<file path="config.mk">
export PLATFORM = sky130hd
export DESIGN_NAME = waypoint_path_interpolator
export DESIGN_NICKNAME = d
export VERILOG_FILES = /design/src/hdl/wpi_pkg.sv /design/src/hdl/wpi_datapath.sv /design/src/hdl/wpi_controller.sv /design/src/hdl/waypoint_path_interpolator.sv
export SDC_FILE = /design/constraint.sdc
export NUM_CORES = 2
export LEC_CHECK = 0
export BUFFER_PORTS_ARGS = -buffer_cell sky130_fd_sc_hd__buf_2
export CORE_MARGIN = 2
export CORE_UTILIZATION = 31
export CTS_CLUSTER_DIAMETER = 120
export DETAILED_ROUTE_END_ITERATION = 16
export GPL_ROUTABILITY_DRIVEN = 1
export PLACE_DENSITY = 0.53
export SYNTH_ARGS = -nofsm -noshare
export SYNTH_HDL_FRONTEND = slang
export SYNTH_SLANG_ARGS = --single-unit
</file>
<file path="constraint.sdc">
create_clock -name clock -period 24 [get_ports clock]
set_input_delay 3.6 -clock clock [delete_from_list [all_inputs] [get_ports clock]]
set_output_delay 3.6 -clock clock [all_outputs]
set_load 0.02 [all_outputs]
</file>
<file path="src/hdl/wpi_pkg.sv">
`timescale 1ns / 1ps
// ----------------------------------------------------------------------------
// waypoint path interpolator package
// shared payload types, controller states and command/status structs
// ----------------------------------------------------------------------------
package wpi_pkg;

   localparam int unsigned CoordWidth = 32;
   localparam int unsigned StepWidth  = 21;

   typedef struct packed {
      logic signed [CoordWidth-1:0] waypoint_x;
      logic signed [CoordWidth-1:0] waypoint_y;
      logic signed [CoordWidth-1:0] waypoint_z;
      logic                         path_start;
   } req_payload_type;

   typedef struct packed {
      logic signed [CoordWidth-1:0] point_x;
      logic signed [CoordWidth-1:0] point_y;
      logic signed [CoordWidth-1:0] point_z;
      logic                         segment_end;
      logic                         steps_clipped;
   } rsp_payload_type;

   typedef enum logic [3:0] {
      ST_IDLE,
      ST_SQUARE,
      ST_SQRT,
      ST_STEPDIV,
      ST_POINT,
      ST_PDIV,
      ST_OUT
   } state_type;

   // controller -> datapath
   typedef struct packed {
      logic load;       // capture accepted waypoint and deltas
      logic store_only; // path start or no previous waypoint: just latch waypoint
      logic sq_step;    // accumulate one squared delta
      logic sqrt_init;
      logic sqrt_step;
      logic sdiv_init;
      logic sdiv_step;
      logic n_load;     // latch step count and clip flag
      logic pnt_init;   // start point j, load products
      logic pdiv_step;
      logic out_load;   // capture point into output register
      logic next_j;
      logic commit;     // new waypoint becomes previous
   } cmd_type;

   // datapath -> controller
   typedef struct packed {
      logic new_seg;    // accepted item produces a segment
      logic big;        // delta too large, skip root
      logic sq_done;
      logic sqrt_done;
      logic sdiv_done;
      logic pdiv_done;
      logic last_point;
   } status_type;

endpackage

</file>
<file path="src/hdl/wpi_datapath.sv">
`timescale 1ns / 1ps
// ----------------------------------------------------------------------------
// wpi datapath
// deltas, sum of squares, bit-serial root, step divider and point dividers
// ----------------------------------------------------------------------------
module wpi_datapath #(
   parameter int unsigned MAX_SEGMENT_STEPS = 63,
   parameter int unsigned COORD_FRAC_BITS   = 16
) (
   input  logic                     clock,
   input  logic                     reset,
   input  logic                     csr_write_enable,
   input  logic [wpi_pkg::StepWidth-1:0] csr_write_data,
   input  wpi_pkg::req_payload_type req_payload,
   input  wpi_pkg::cmd_type         cmd,
   output wpi_pkg::status_type      status,
   output wpi_pkg::rsp_payload_type rsp_payload
);
   localparam int unsigned SW = wpi_pkg::StepWidth;
   localparam int unsigned NW = $clog2(MAX_SEGMENT_STEPS + 1);
   localparam longint unsigned StepResetRaw = ((64'd1 << COORD_FRAC_BITS) + 64'd5) / 64'd10;
   localparam logic [SW-1:0] StepReset =
      (StepResetRaw > 64'h1FFFFF) ? {SW{1'b1}} : StepResetRaw[SW-1:0];
   localparam logic [NW-1:0] MaxSteps = NW'(MAX_SEGMENT_STEPS);
   // product j*delta: |j|<=63, |delta|<2^33 -> 40 bits
   localparam int unsigned PW = 40;

   logic [SW-1:0] step_ff;
   logic signed [31:0] prev_ff [3];
   logic signed [31:0] new_ff [3];
   logic have_prev_ff;
   logic signed [32:0] d_ff [3];
   logic [1:0] sq_idx_ff;
   // sum of squares in a 58-bit frame, consumed two bits a root step
   logic [57:0] sum_ff;
   logic big_ff;
   // root
   logic [56:0] rem_ff;
   logic [28:0] root_ff;
   logic [4:0] rcnt_ff;
   // step divider: quotient of 29-bit root by step
   logic [28:0] squo_ff;
   logic [SW:0] srem_ff;
   logic [4:0] scnt_ff;
   logic [NW-1:0] n_ff;
   logic clip_ff;
   logic [NW-1:0] j_ff;
   // point dividers
   logic [PW-1:0] num_ff [3];
   logic neg_ff [3];
   logic [PW-1:0] q_ff [3];
   logic [NW:0] prem_ff [3];
   logic [5:0] pcnt_ff;
   wpi_pkg::rsp_payload_type out_ff;

   logic signed [32:0] din [3];
   logic [32:0] dmag;
   logic [53:0] sq;
   logic [SW-1:0] step_eff;
   logic [SW:0] srem_sh;
   logic [NW-1:0] n_calc;
   logic [58:0] prem;
   logic [58:0] rtry;

   assign din[0] = 33'(req_payload.waypoint_x) - 33'(prev_ff[0]);
   assign din[1] = 33'(req_payload.waypoint_y) - 33'(prev_ff[1]);
   assign din[2] = 33'(req_payload.waypoint_z) - 33'(prev_ff[2]);
   assign dmag  = d_ff[sq_idx_ff][32] ? 33'(-d_ff[sq_idx_ff]) : d_ff[sq_idx_ff];
   assign sq    = 54'(dmag[26:0]) * 54'(dmag[26:0]);
   assign step_eff = (step_ff == '0) ? SW'(1) : step_ff;
   assign srem_sh = {srem_ff[SW-1:0], squo_ff[28]};
   assign n_calc = (squo_ff > 29'(MAX_SEGMENT_STEPS)) ? MaxSteps :
                   (squo_ff == '0) ? NW'(1) : squo_ff[NW-1:0];

   // bit-pair root: remainder register holds partial remainder, sum shifts out top
   assign prem = {rem_ff, sum_ff[57:56]};
   assign rtry = 59'({root_ff, 2'b01});

   always_ff @(posedge clock) begin
      if (reset) begin
         step_ff      <= StepReset;
         have_prev_ff <= 1'b0;
         for (int k = 0; k < 3; k++) prev_ff[k] <= '0;
      end else begin
         if (csr_write_enable) step_ff <= csr_write_data;
         if (cmd.load) begin
            new_ff[0] <= req_payload.waypoint_x;
            new_ff[1] <= req_payload.waypoint_y;
            new_ff[2] <= req_payload.waypoint_z;
            for (int k = 0; k < 3; k++) d_ff[k] <= din[k];
            big_ff    <= 1'b0;
            sum_ff    <= '0;
            sq_idx_ff <= '0;
            j_ff      <= '0;
            // saturated count unless the root path replaces it
            n_ff      <= MaxSteps;
            clip_ff   <= 1'b1;
         end
         if (cmd.store_only) begin
            prev_ff[0]   <= req_payload.waypoint_x;
            prev_ff[1]   <= req_payload.waypoint_y;
            prev_ff[2]   <= req_payload.waypoint_z;
            have_prev_ff <= 1'b1;
         end
         if (cmd.sq_step) begin
            if (dmag[32:27] != '0) big_ff <= 1'b1;
            sum_ff    <= sum_ff + 58'(sq);
            sq_idx_ff <= sq_idx_ff + 2'd1;
         end
         if (cmd.sqrt_init) begin
            rem_ff  <= '0;
            root_ff <= '0;
            rcnt_ff <= '0;
         end
         if (cmd.sqrt_step) begin
            if (prem >= rtry) begin
               rem_ff  <= 57'(prem - rtry);
               root_ff <= {root_ff[27:0], 1'b1};
            end else begin
               rem_ff  <= prem[56:0];
               root_ff <= {root_ff[27:0], 1'b0};
            end
            sum_ff  <= {sum_ff[55:0], 2'b00};
            rcnt_ff <= rcnt_ff + 5'd1;
         end
         if (cmd.sdiv_init) begin
            squo_ff <= root_ff;
            srem_ff <= '0;
            scnt_ff <= '0;
         end
         if (cmd.sdiv_step) begin
            if (srem_sh >= {1'b0, step_eff}) begin
               srem_ff <= srem_sh - {1'b0, step_eff};
               squo_ff <= {squo_ff[27:0], 1'b1};
            end else begin
               srem_ff <= srem_sh;
               squo_ff <= {squo_ff[27:0], 1'b0};
            end
            scnt_ff <= scnt_ff + 5'd1;
         end
         // n is fixed once the step division ends
         if (cmd.n_load) begin
            n_ff    <= n_calc;
            clip_ff <= (squo_ff > 29'(MAX_SEGMENT_STEPS));
         end
         if (cmd.pnt_init) begin
            for (int k = 0; k < 3; k++) begin
               logic signed [PW-1:0] p;
               p = PW'($signed({1'b0, j_ff})) * PW'(d_ff[k]);
               neg_ff[k]  <= p[PW-1];
               num_ff[k]  <= p[PW-1] ? PW'(-p) : PW'(p);
               q_ff[k]    <= '0;
               prem_ff[k] <= '0;
            end
            pcnt_ff <= '0;
         end
         if (cmd.pdiv_step) begin
            for (int k = 0; k < 3; k++) begin
               logic [NW:0] r;
               r = {prem_ff[k][NW-1:0], num_ff[k][PW-1]};
               num_ff[k] <= {num_ff[k][PW-2:0], 1'b0};
               if (r >= {1'b0, n_ff}) begin
                  prem_ff[k] <= r - {1'b0, n_ff};
                  q_ff[k]    <= {q_ff[k][PW-2:0], 1'b1};
               end else begin
                  prem_ff[k] <= r;
                  q_ff[k]    <= {q_ff[k][PW-2:0], 1'b0};
               end
            end
            pcnt_ff <= pcnt_ff + 6'd1;
         end
         if (cmd.next_j) j_ff <= j_ff + NW'(1);
         if (cmd.commit) begin
            for (int k = 0; k < 3; k++) prev_ff[k] <= new_ff[k];
         end
      end
   end

   logic signed [31:0] pt [3];
   always_comb begin
      for (int k = 0; k < 3; k++) begin
         pt[k] = prev_ff[k] + (neg_ff[k] ? 32'(-q_ff[k]) : 32'(q_ff[k]));
      end
   end

   always_ff @(posedge clock) begin
      if (cmd.out_load) begin
         out_ff.point_x       <= pt[0];
         out_ff.point_y       <= pt[1];
         out_ff.point_z       <= pt[2];
         out_ff.segment_end   <= (j_ff == n_ff);
         out_ff.steps_clipped <= clip_ff;
      end
   end

   assign rsp_payload = out_ff;
   assign status.new_seg    = have_prev_ff && !req_payload.path_start;
   assign status.big        = big_ff;
   assign status.sq_done    = (sq_idx_ff == 2'd3);
   assign status.sqrt_done  = (rcnt_ff == 5'd29);
   assign status.sdiv_done  = (scnt_ff == 5'd29);
   assign status.pdiv_done  = (pcnt_ff == 6'(PW));
   assign status.last_point = (j_ff == n_ff);

`ifndef SYNTHESIS
   a_sum_fits: assert property (@(posedge clock) disable iff (reset)
      cmd.sqrt_init && !big_ff |-> sum_ff[57:56] == 2'b00) else $error("sum");
   a_n_range: assert property (@(posedge clock) disable iff (reset)
      cmd.out_load |-> n_ff != '0 && n_ff <= MaxSteps) else $error("n out of range");
   a_j_range: assert property (@(posedge clock) disable iff (reset)
      cmd.out_load |-> j_ff <= n_ff) else $error("j past n");
`endif
endmodule

</file>
<file path="src/hdl/wpi_controller.sv">
`timescale 1ns / 1ps
// ----------------------------------------------------------------------------
// wpi controller
// sequences square, root, step division and per-point divisions
// ----------------------------------------------------------------------------
module wpi_controller (
   input  logic                clock,
   input  logic                reset,
   input  logic                req_valid,
   output logic                req_ready,
   output logic                rsp_valid,
   input  logic                rsp_ready,
   input  wpi_pkg::status_type status,
   output wpi_pkg::cmd_type    cmd
);
   wpi_pkg::state_type state_ff, state_in;
   logic rsp_valid_ff, rsp_valid_in;

   always_ff @(posedge clock) begin
      if (reset) begin
         state_ff     <= wpi_pkg::ST_IDLE;
         rsp_valid_ff <= 1'b0;
      end else begin
         state_ff     <= state_in;
         rsp_valid_ff <= rsp_valid_in;
      end
   end

   always_comb begin
      state_in     = state_ff;
      cmd          = '0;
      rsp_valid_in = rsp_valid_ff && !rsp_ready;
      req_ready    = 1'b0;
      case (state_ff)
         wpi_pkg::ST_IDLE: begin
            req_ready = 1'b1;
            if (req_valid) begin
               if (status.new_seg) begin
                  cmd.load = 1'b1;
                  state_in = wpi_pkg::ST_SQUARE;
               end else begin
                  cmd.store_only = 1'b1;
               end
            end
         end
         wpi_pkg::ST_SQUARE: begin
            if (status.sq_done) begin
               cmd.sqrt_init = 1'b1;
               state_in = status.big ? wpi_pkg::ST_POINT : wpi_pkg::ST_SQRT;
            end else begin
               cmd.sq_step = 1'b1;
            end
         end
         wpi_pkg::ST_SQRT: begin
            if (status.sqrt_done) begin
               cmd.sdiv_init = 1'b1;
               state_in = wpi_pkg::ST_STEPDIV;
            end else begin
               cmd.sqrt_step = 1'b1;
            end
         end
         wpi_pkg::ST_STEPDIV: begin
            if (status.sdiv_done) begin
               cmd.n_load = 1'b1;
               state_in = wpi_pkg::ST_POINT;
            end else begin
               cmd.sdiv_step = 1'b1;
            end
         end
         wpi_pkg::ST_POINT: begin
            cmd.pnt_init = 1'b1;
            state_in = wpi_pkg::ST_PDIV;
         end
         wpi_pkg::ST_PDIV: begin
            if (status.pdiv_done) begin
               if (!rsp_valid_ff || rsp_ready) begin
                  cmd.out_load = 1'b1;
                  rsp_valid_in = 1'b1;
                  if (status.last_point) begin
                     cmd.commit = 1'b1;
                     state_in = wpi_pkg::ST_OUT;
                  end else begin
                     cmd.next_j = 1'b1;
                     state_in = wpi_pkg::ST_POINT;
                  end
               end
            end else begin
               cmd.pdiv_step = 1'b1;
            end
         end
         wpi_pkg::ST_OUT: begin
            state_in = wpi_pkg::ST_IDLE;
         end
         default: state_in = wpi_pkg::ST_IDLE;
      endcase
   end

   assign rsp_valid = rsp_valid_ff;

`ifndef SYNTHESIS
   a_no_accept_busy: assert property (@(posedge clock) disable iff (reset)
      state_ff != wpi_pkg::ST_IDLE |-> !req_ready) else $error("ready while busy");
   a_out_hold: assert property (@(posedge clock) disable iff (reset)
      cmd.out_load |-> (!rsp_valid_ff || rsp_ready)) else $error("output overwritten");
   a_one_step: assert property (@(posedge clock) disable iff (reset)
      $onehot0({cmd.sq_step, cmd.sqrt_step, cmd.sdiv_step, cmd.pdiv_step}))
      else $error("unit overlap");
`endif
endmodule

</file>
<file path="src/hdl/waypoint_path_interpolator.sv">
`timescale 1ns / 1ps
// ----------------------------------------------------------------------------
// waypoint path interpolator
// turns a waypoint stream into evenly spaced 3-d path points
// ----------------------------------------------------------------------------
// One waypoint transaction at a time. A path-start waypoint, or the first
// waypoint after reset, is stored with no output. Otherwise the block takes
// the transaction, squares the three deltas, takes a bit-serial square root
// and divides by step_size bit-serially; root and step division are skipped
// when a delta is 2^27 or more. Then for each of the n+1 points it loads the
// products, runs three parallel 40-bit bit-serial dividers and hands the
// point to the output, where an output stall can hold it, and ends with a
// settling state (ST_OUT). Points leave through a one-entry output register.
module waypoint_path_interpolator #(
   parameter int unsigned MAX_SEGMENT_STEPS = 63,
   parameter int unsigned COORD_FRAC_BITS   = 16
) (
   input  logic                           clock,
   input  logic                           reset,
   input  logic                           csr_write_enable,
   input  logic [wpi_pkg::StepWidth-1:0]  csr_write_data,
   input  logic                           req_valid,
   output logic                           req_ready,
   input  wpi_pkg::req_payload_type       req_payload,
   output logic                           rsp_valid,
   input  logic                           rsp_ready,
   output wpi_pkg::rsp_payload_type       rsp_payload
);
   // command / status link between controller and datapath
   wpi_pkg::cmd_type    cmd;
   wpi_pkg::status_type status;

   wpi_controller u_ctrl (
      .clock     (clock),
      .reset     (reset),
      .req_valid (req_valid),
      .req_ready (req_ready),
      .rsp_valid (rsp_valid),
      .rsp_ready (rsp_ready),
      .status    (status),
      .cmd       (cmd)
   );

   wpi_datapath #(
      .MAX_SEGMENT_STEPS (MAX_SEGMENT_STEPS),
      .COORD_FRAC_BITS   (COORD_FRAC_BITS)
   ) u_dp (
      .clock            (clock),
      .reset            (reset),
      .csr_write_enable (csr_write_enable),
      .csr_write_data   (csr_write_data),
      .req_payload      (req_payload),
      .cmd              (cmd),
      .status           (status),
      .rsp_payload      (rsp_payload)
   );
endmodule

</file>
==> results.md <==
- Outcome: finished clean
- DP Worst Slack: about 11 ns
- GRT Overall Usage: 0.1768
- Crit. End Element: flop
- Worst-skew pair later-pin latency: between 0.7 and 0.8 ns
- Drt first pass iters: 5
- Clock transition at path regs: 0.07 ns
- Synth unique cells: 88
- Top_reg_cell synth: edfxtp_1
- Final Slew Violations: 0
- EDFF count, synth: 851
- Top area cells in the synthesized netlist: edfxtp_1 (27%), fa_1 (22%), ha_1 (9.6%)
- CP dominant cell by count: fa_1
- Final worst path period share: 0.5563
- Resize count post-CTS: 0
- Setup Viol. Count Final: 0
- Slowest CP cell: clkinv_1
- Crit-path max FO: 33
- Core Box Area: 299800 um2
- Slew headroom: 0.1179
- Average cell area after synthesis: just under 10 um2
- Fraction of synthesized cell area taken by the top area cell type: 0.2736
- RSZ-0062 raised after global routing: false
- Vias per cell: 5.036
- Residual DRC count: 0
- Max clock buf depth: 3
- Final worst path period need: 13.35 ns
- Post-DP HPWL: 208600 um
- Kind of critical path: flop to flop
- Iter 0 DRT Violations: 4610
- Worst setup SP type: flop
- Root Buffer: clkbuf_16
- Largest net degree at the start of global routing: between 100 and 150
- GRT overflow: 0
- DIE AREA: 305700 um2
- Vias in the first global route: 72680
- # nets final: around 12000
- Antenna Nets Post-Route: 0
- Yosys warns: 0
- Required time worst endpoint: roughly 25 ns
- Post-CTS setup buffer count: 0
- Max Clock Freq: 74.91 MHz
- PortBufs: between 200 and 250
- Layout cells sized above 1: 0.05940
- Post-Synthesis Cells: 9669
- Final Hold Fails: 0
- Maxcap violations: 0
- Worst EP arrival: 13.85 ns
- Post-route worst setup slack: approximately 11 ns
- CTS Sinks: 880
- Routed len/inst: 19.60 um
- Chip height: 552.9 um
- Row cnt: 201
- TritonCTS clock tree: yes
- Seq/Total Area, Yosys: 0.2798
- Synthesis-to-layout area growth: 9.991%
- Final WL: between 200000 and 300000 um
- Cts bufs inserted: ~100
- Depth of the CTS H-tree: 3
- Cell taking the most area after synthesis: edfxtp_1
- Slowest stage delay, CP: 1.07 ns
- Die Wd: 552.9 um
- Commonest non-fill, non-tap cell in the layout: inv_1
- Ys async rst share: 0
- Placer Congestion: between 0.8 and 0.9
- Final Util: 0.3427
- Pin slew with the least headroom to its limit: 1.319 ns
- Initial core utilization: 0.3116
- Min-delay worst type: flop to flop
- IO Pins: 223
- Total Neg Setup Slack: 0 ns
- Flops & latches, synth: 880
- Syn_nets: 11530
- Total number of vias: 69680
- Global-route wire length before repair: between 400000 and 500000 um
- Hold_buf cts: 0
- Initial antenna violation count: 33
- Most frequent cells in the layout: inv_1 (1529), fa_1 (1027), nand2_1 (935), edfxtp_1 (851), ha_1 (714)
- Cell Area, Synth: 93420 um2
- Setup Skew: 0.05726 ns
- Worst reg2reg setup slack: 10.65 ns
- Worst hold slack: 0.4936 ns
==> synth_stat cells (81+ instances only) <==
cell / number
a22o_1: 105
clkbuf_1: 292
nor2_1: 647
inv_1: 1529
a21oi_1: 465
xor2_1: 210
a21o_1: 214
nor3_1: 89
ha_1: 714
fa_1: 1027
nand3_1: 121
edfxtp_1: 851
xnor2_1: 422
mux2i_1: 103
nand2_1: 936
nand2b_1: 81
and2_1: 453
o21ai_0: 390
==> per-layer routing <==
metal	routed length [um]	global-route usage	share of wire	vias to the layer above
met3	13890	0.02258	0.051	398
met4	9750	0.05947	0.036	6
li1	-	-	-	32450
met1	119900	0.2341	0.44	35070
met5	38	0	0.00014	-
met2	127500	0.2970	0.47	1758
==> cell type report <==
type / count / area [um2]
Timing Repair Buffer: 317 / 1849
Multi-Input combinational cell: 6937 / 60530
Inverter: 1536 / 5766
Sequential cell: 880 / 26140
Antenna cell: 13 / 32.53
Clock buffer: 114 / 2640
Fill cell: 30510 / 197000
Clock inverter: 81 / 845.8
Tap cell: 3958 / 4952
==> final timing paths <==
kind	startpoint	end	cells after the start
min	u_dp.have_prev_ff	u_dp.have_prev_ff	2
max reg2reg	flop	u_dp.sum_ff[57]	36
min reg2reg	u_dp.have_prev_ff	u_dp.have_prev_ff	2
max	flop	u_dp.sum_ff[57]	36
==> cell families (layout without fill, tap and decap cells) <==
logic type / Yosys count / after routing / synth area share
multiplexers: 118 / 118 / 0.01284
AND/OR/NAND/NOR: 2728 / 2728 / 0.1397
buffers and inverters: 1852 / 2048 / 0.07455
flip-flops: 880 / 880 / 0.2798
XOR/XNOR: 632 / 632 / 0.05925
AO/OA/AOI/OAI: 1718 / 1718 / 0.1182
other: 0 / 13 / 0
adder cells (fa/ha/maj): 1741 / 1741 / 0.3157
==> registers in the layout (all words and copies together), names as in the netlist, 5 cells and up, named ones only <==
signal,count
u_dp.squo_ff,29
u_dp.num_ff,120
u_dp.j_ff,6
u_dp.prem_ff,18
u_dp.rcnt_ff,5
u_dp.pcnt_ff,6
u_dp.new_ff,96
u_dp.root_ff,29
u_dp.sum_ff,58
u_dp.n_ff,6
u_dp.srem_ff,21
u_dp.rem_ff,57
u_dp.d_ff,99
u_dp.q_ff,96
u_dp.step_ff,21
u_dp.scnt_ff,5
u_dp.rsp_payload,98
u_dp.prev_ff,96
==> critical path, delay by kind of cell, from the launching register on <==
kind                     cells  cell delay [ns]
flip-flops                   1             0.31
AO/OA/AOI/OAI                7             2.26
adder cells (fa/ha/maj)      8             4.05
multiplexers                 2             0.66
AND/OR/NAND/NOR             11             3.04
buffers and inverters        7             1.86
XOR/XNOR                     1             0.82
==> per-stage QoR <==
stage	std cells	cell area [um2]
5_1_grt	13830	102700
6_report	13840	102700
3_3_place_gp	13630	99220
2_1_floorplan	9669	93420
4_1_cts	13820	102700
3_5_place_dp	13630	99230
Power is not shown: default switching activity piles up to over one toggle a cycle in this logic, so the estimate is an artifact.
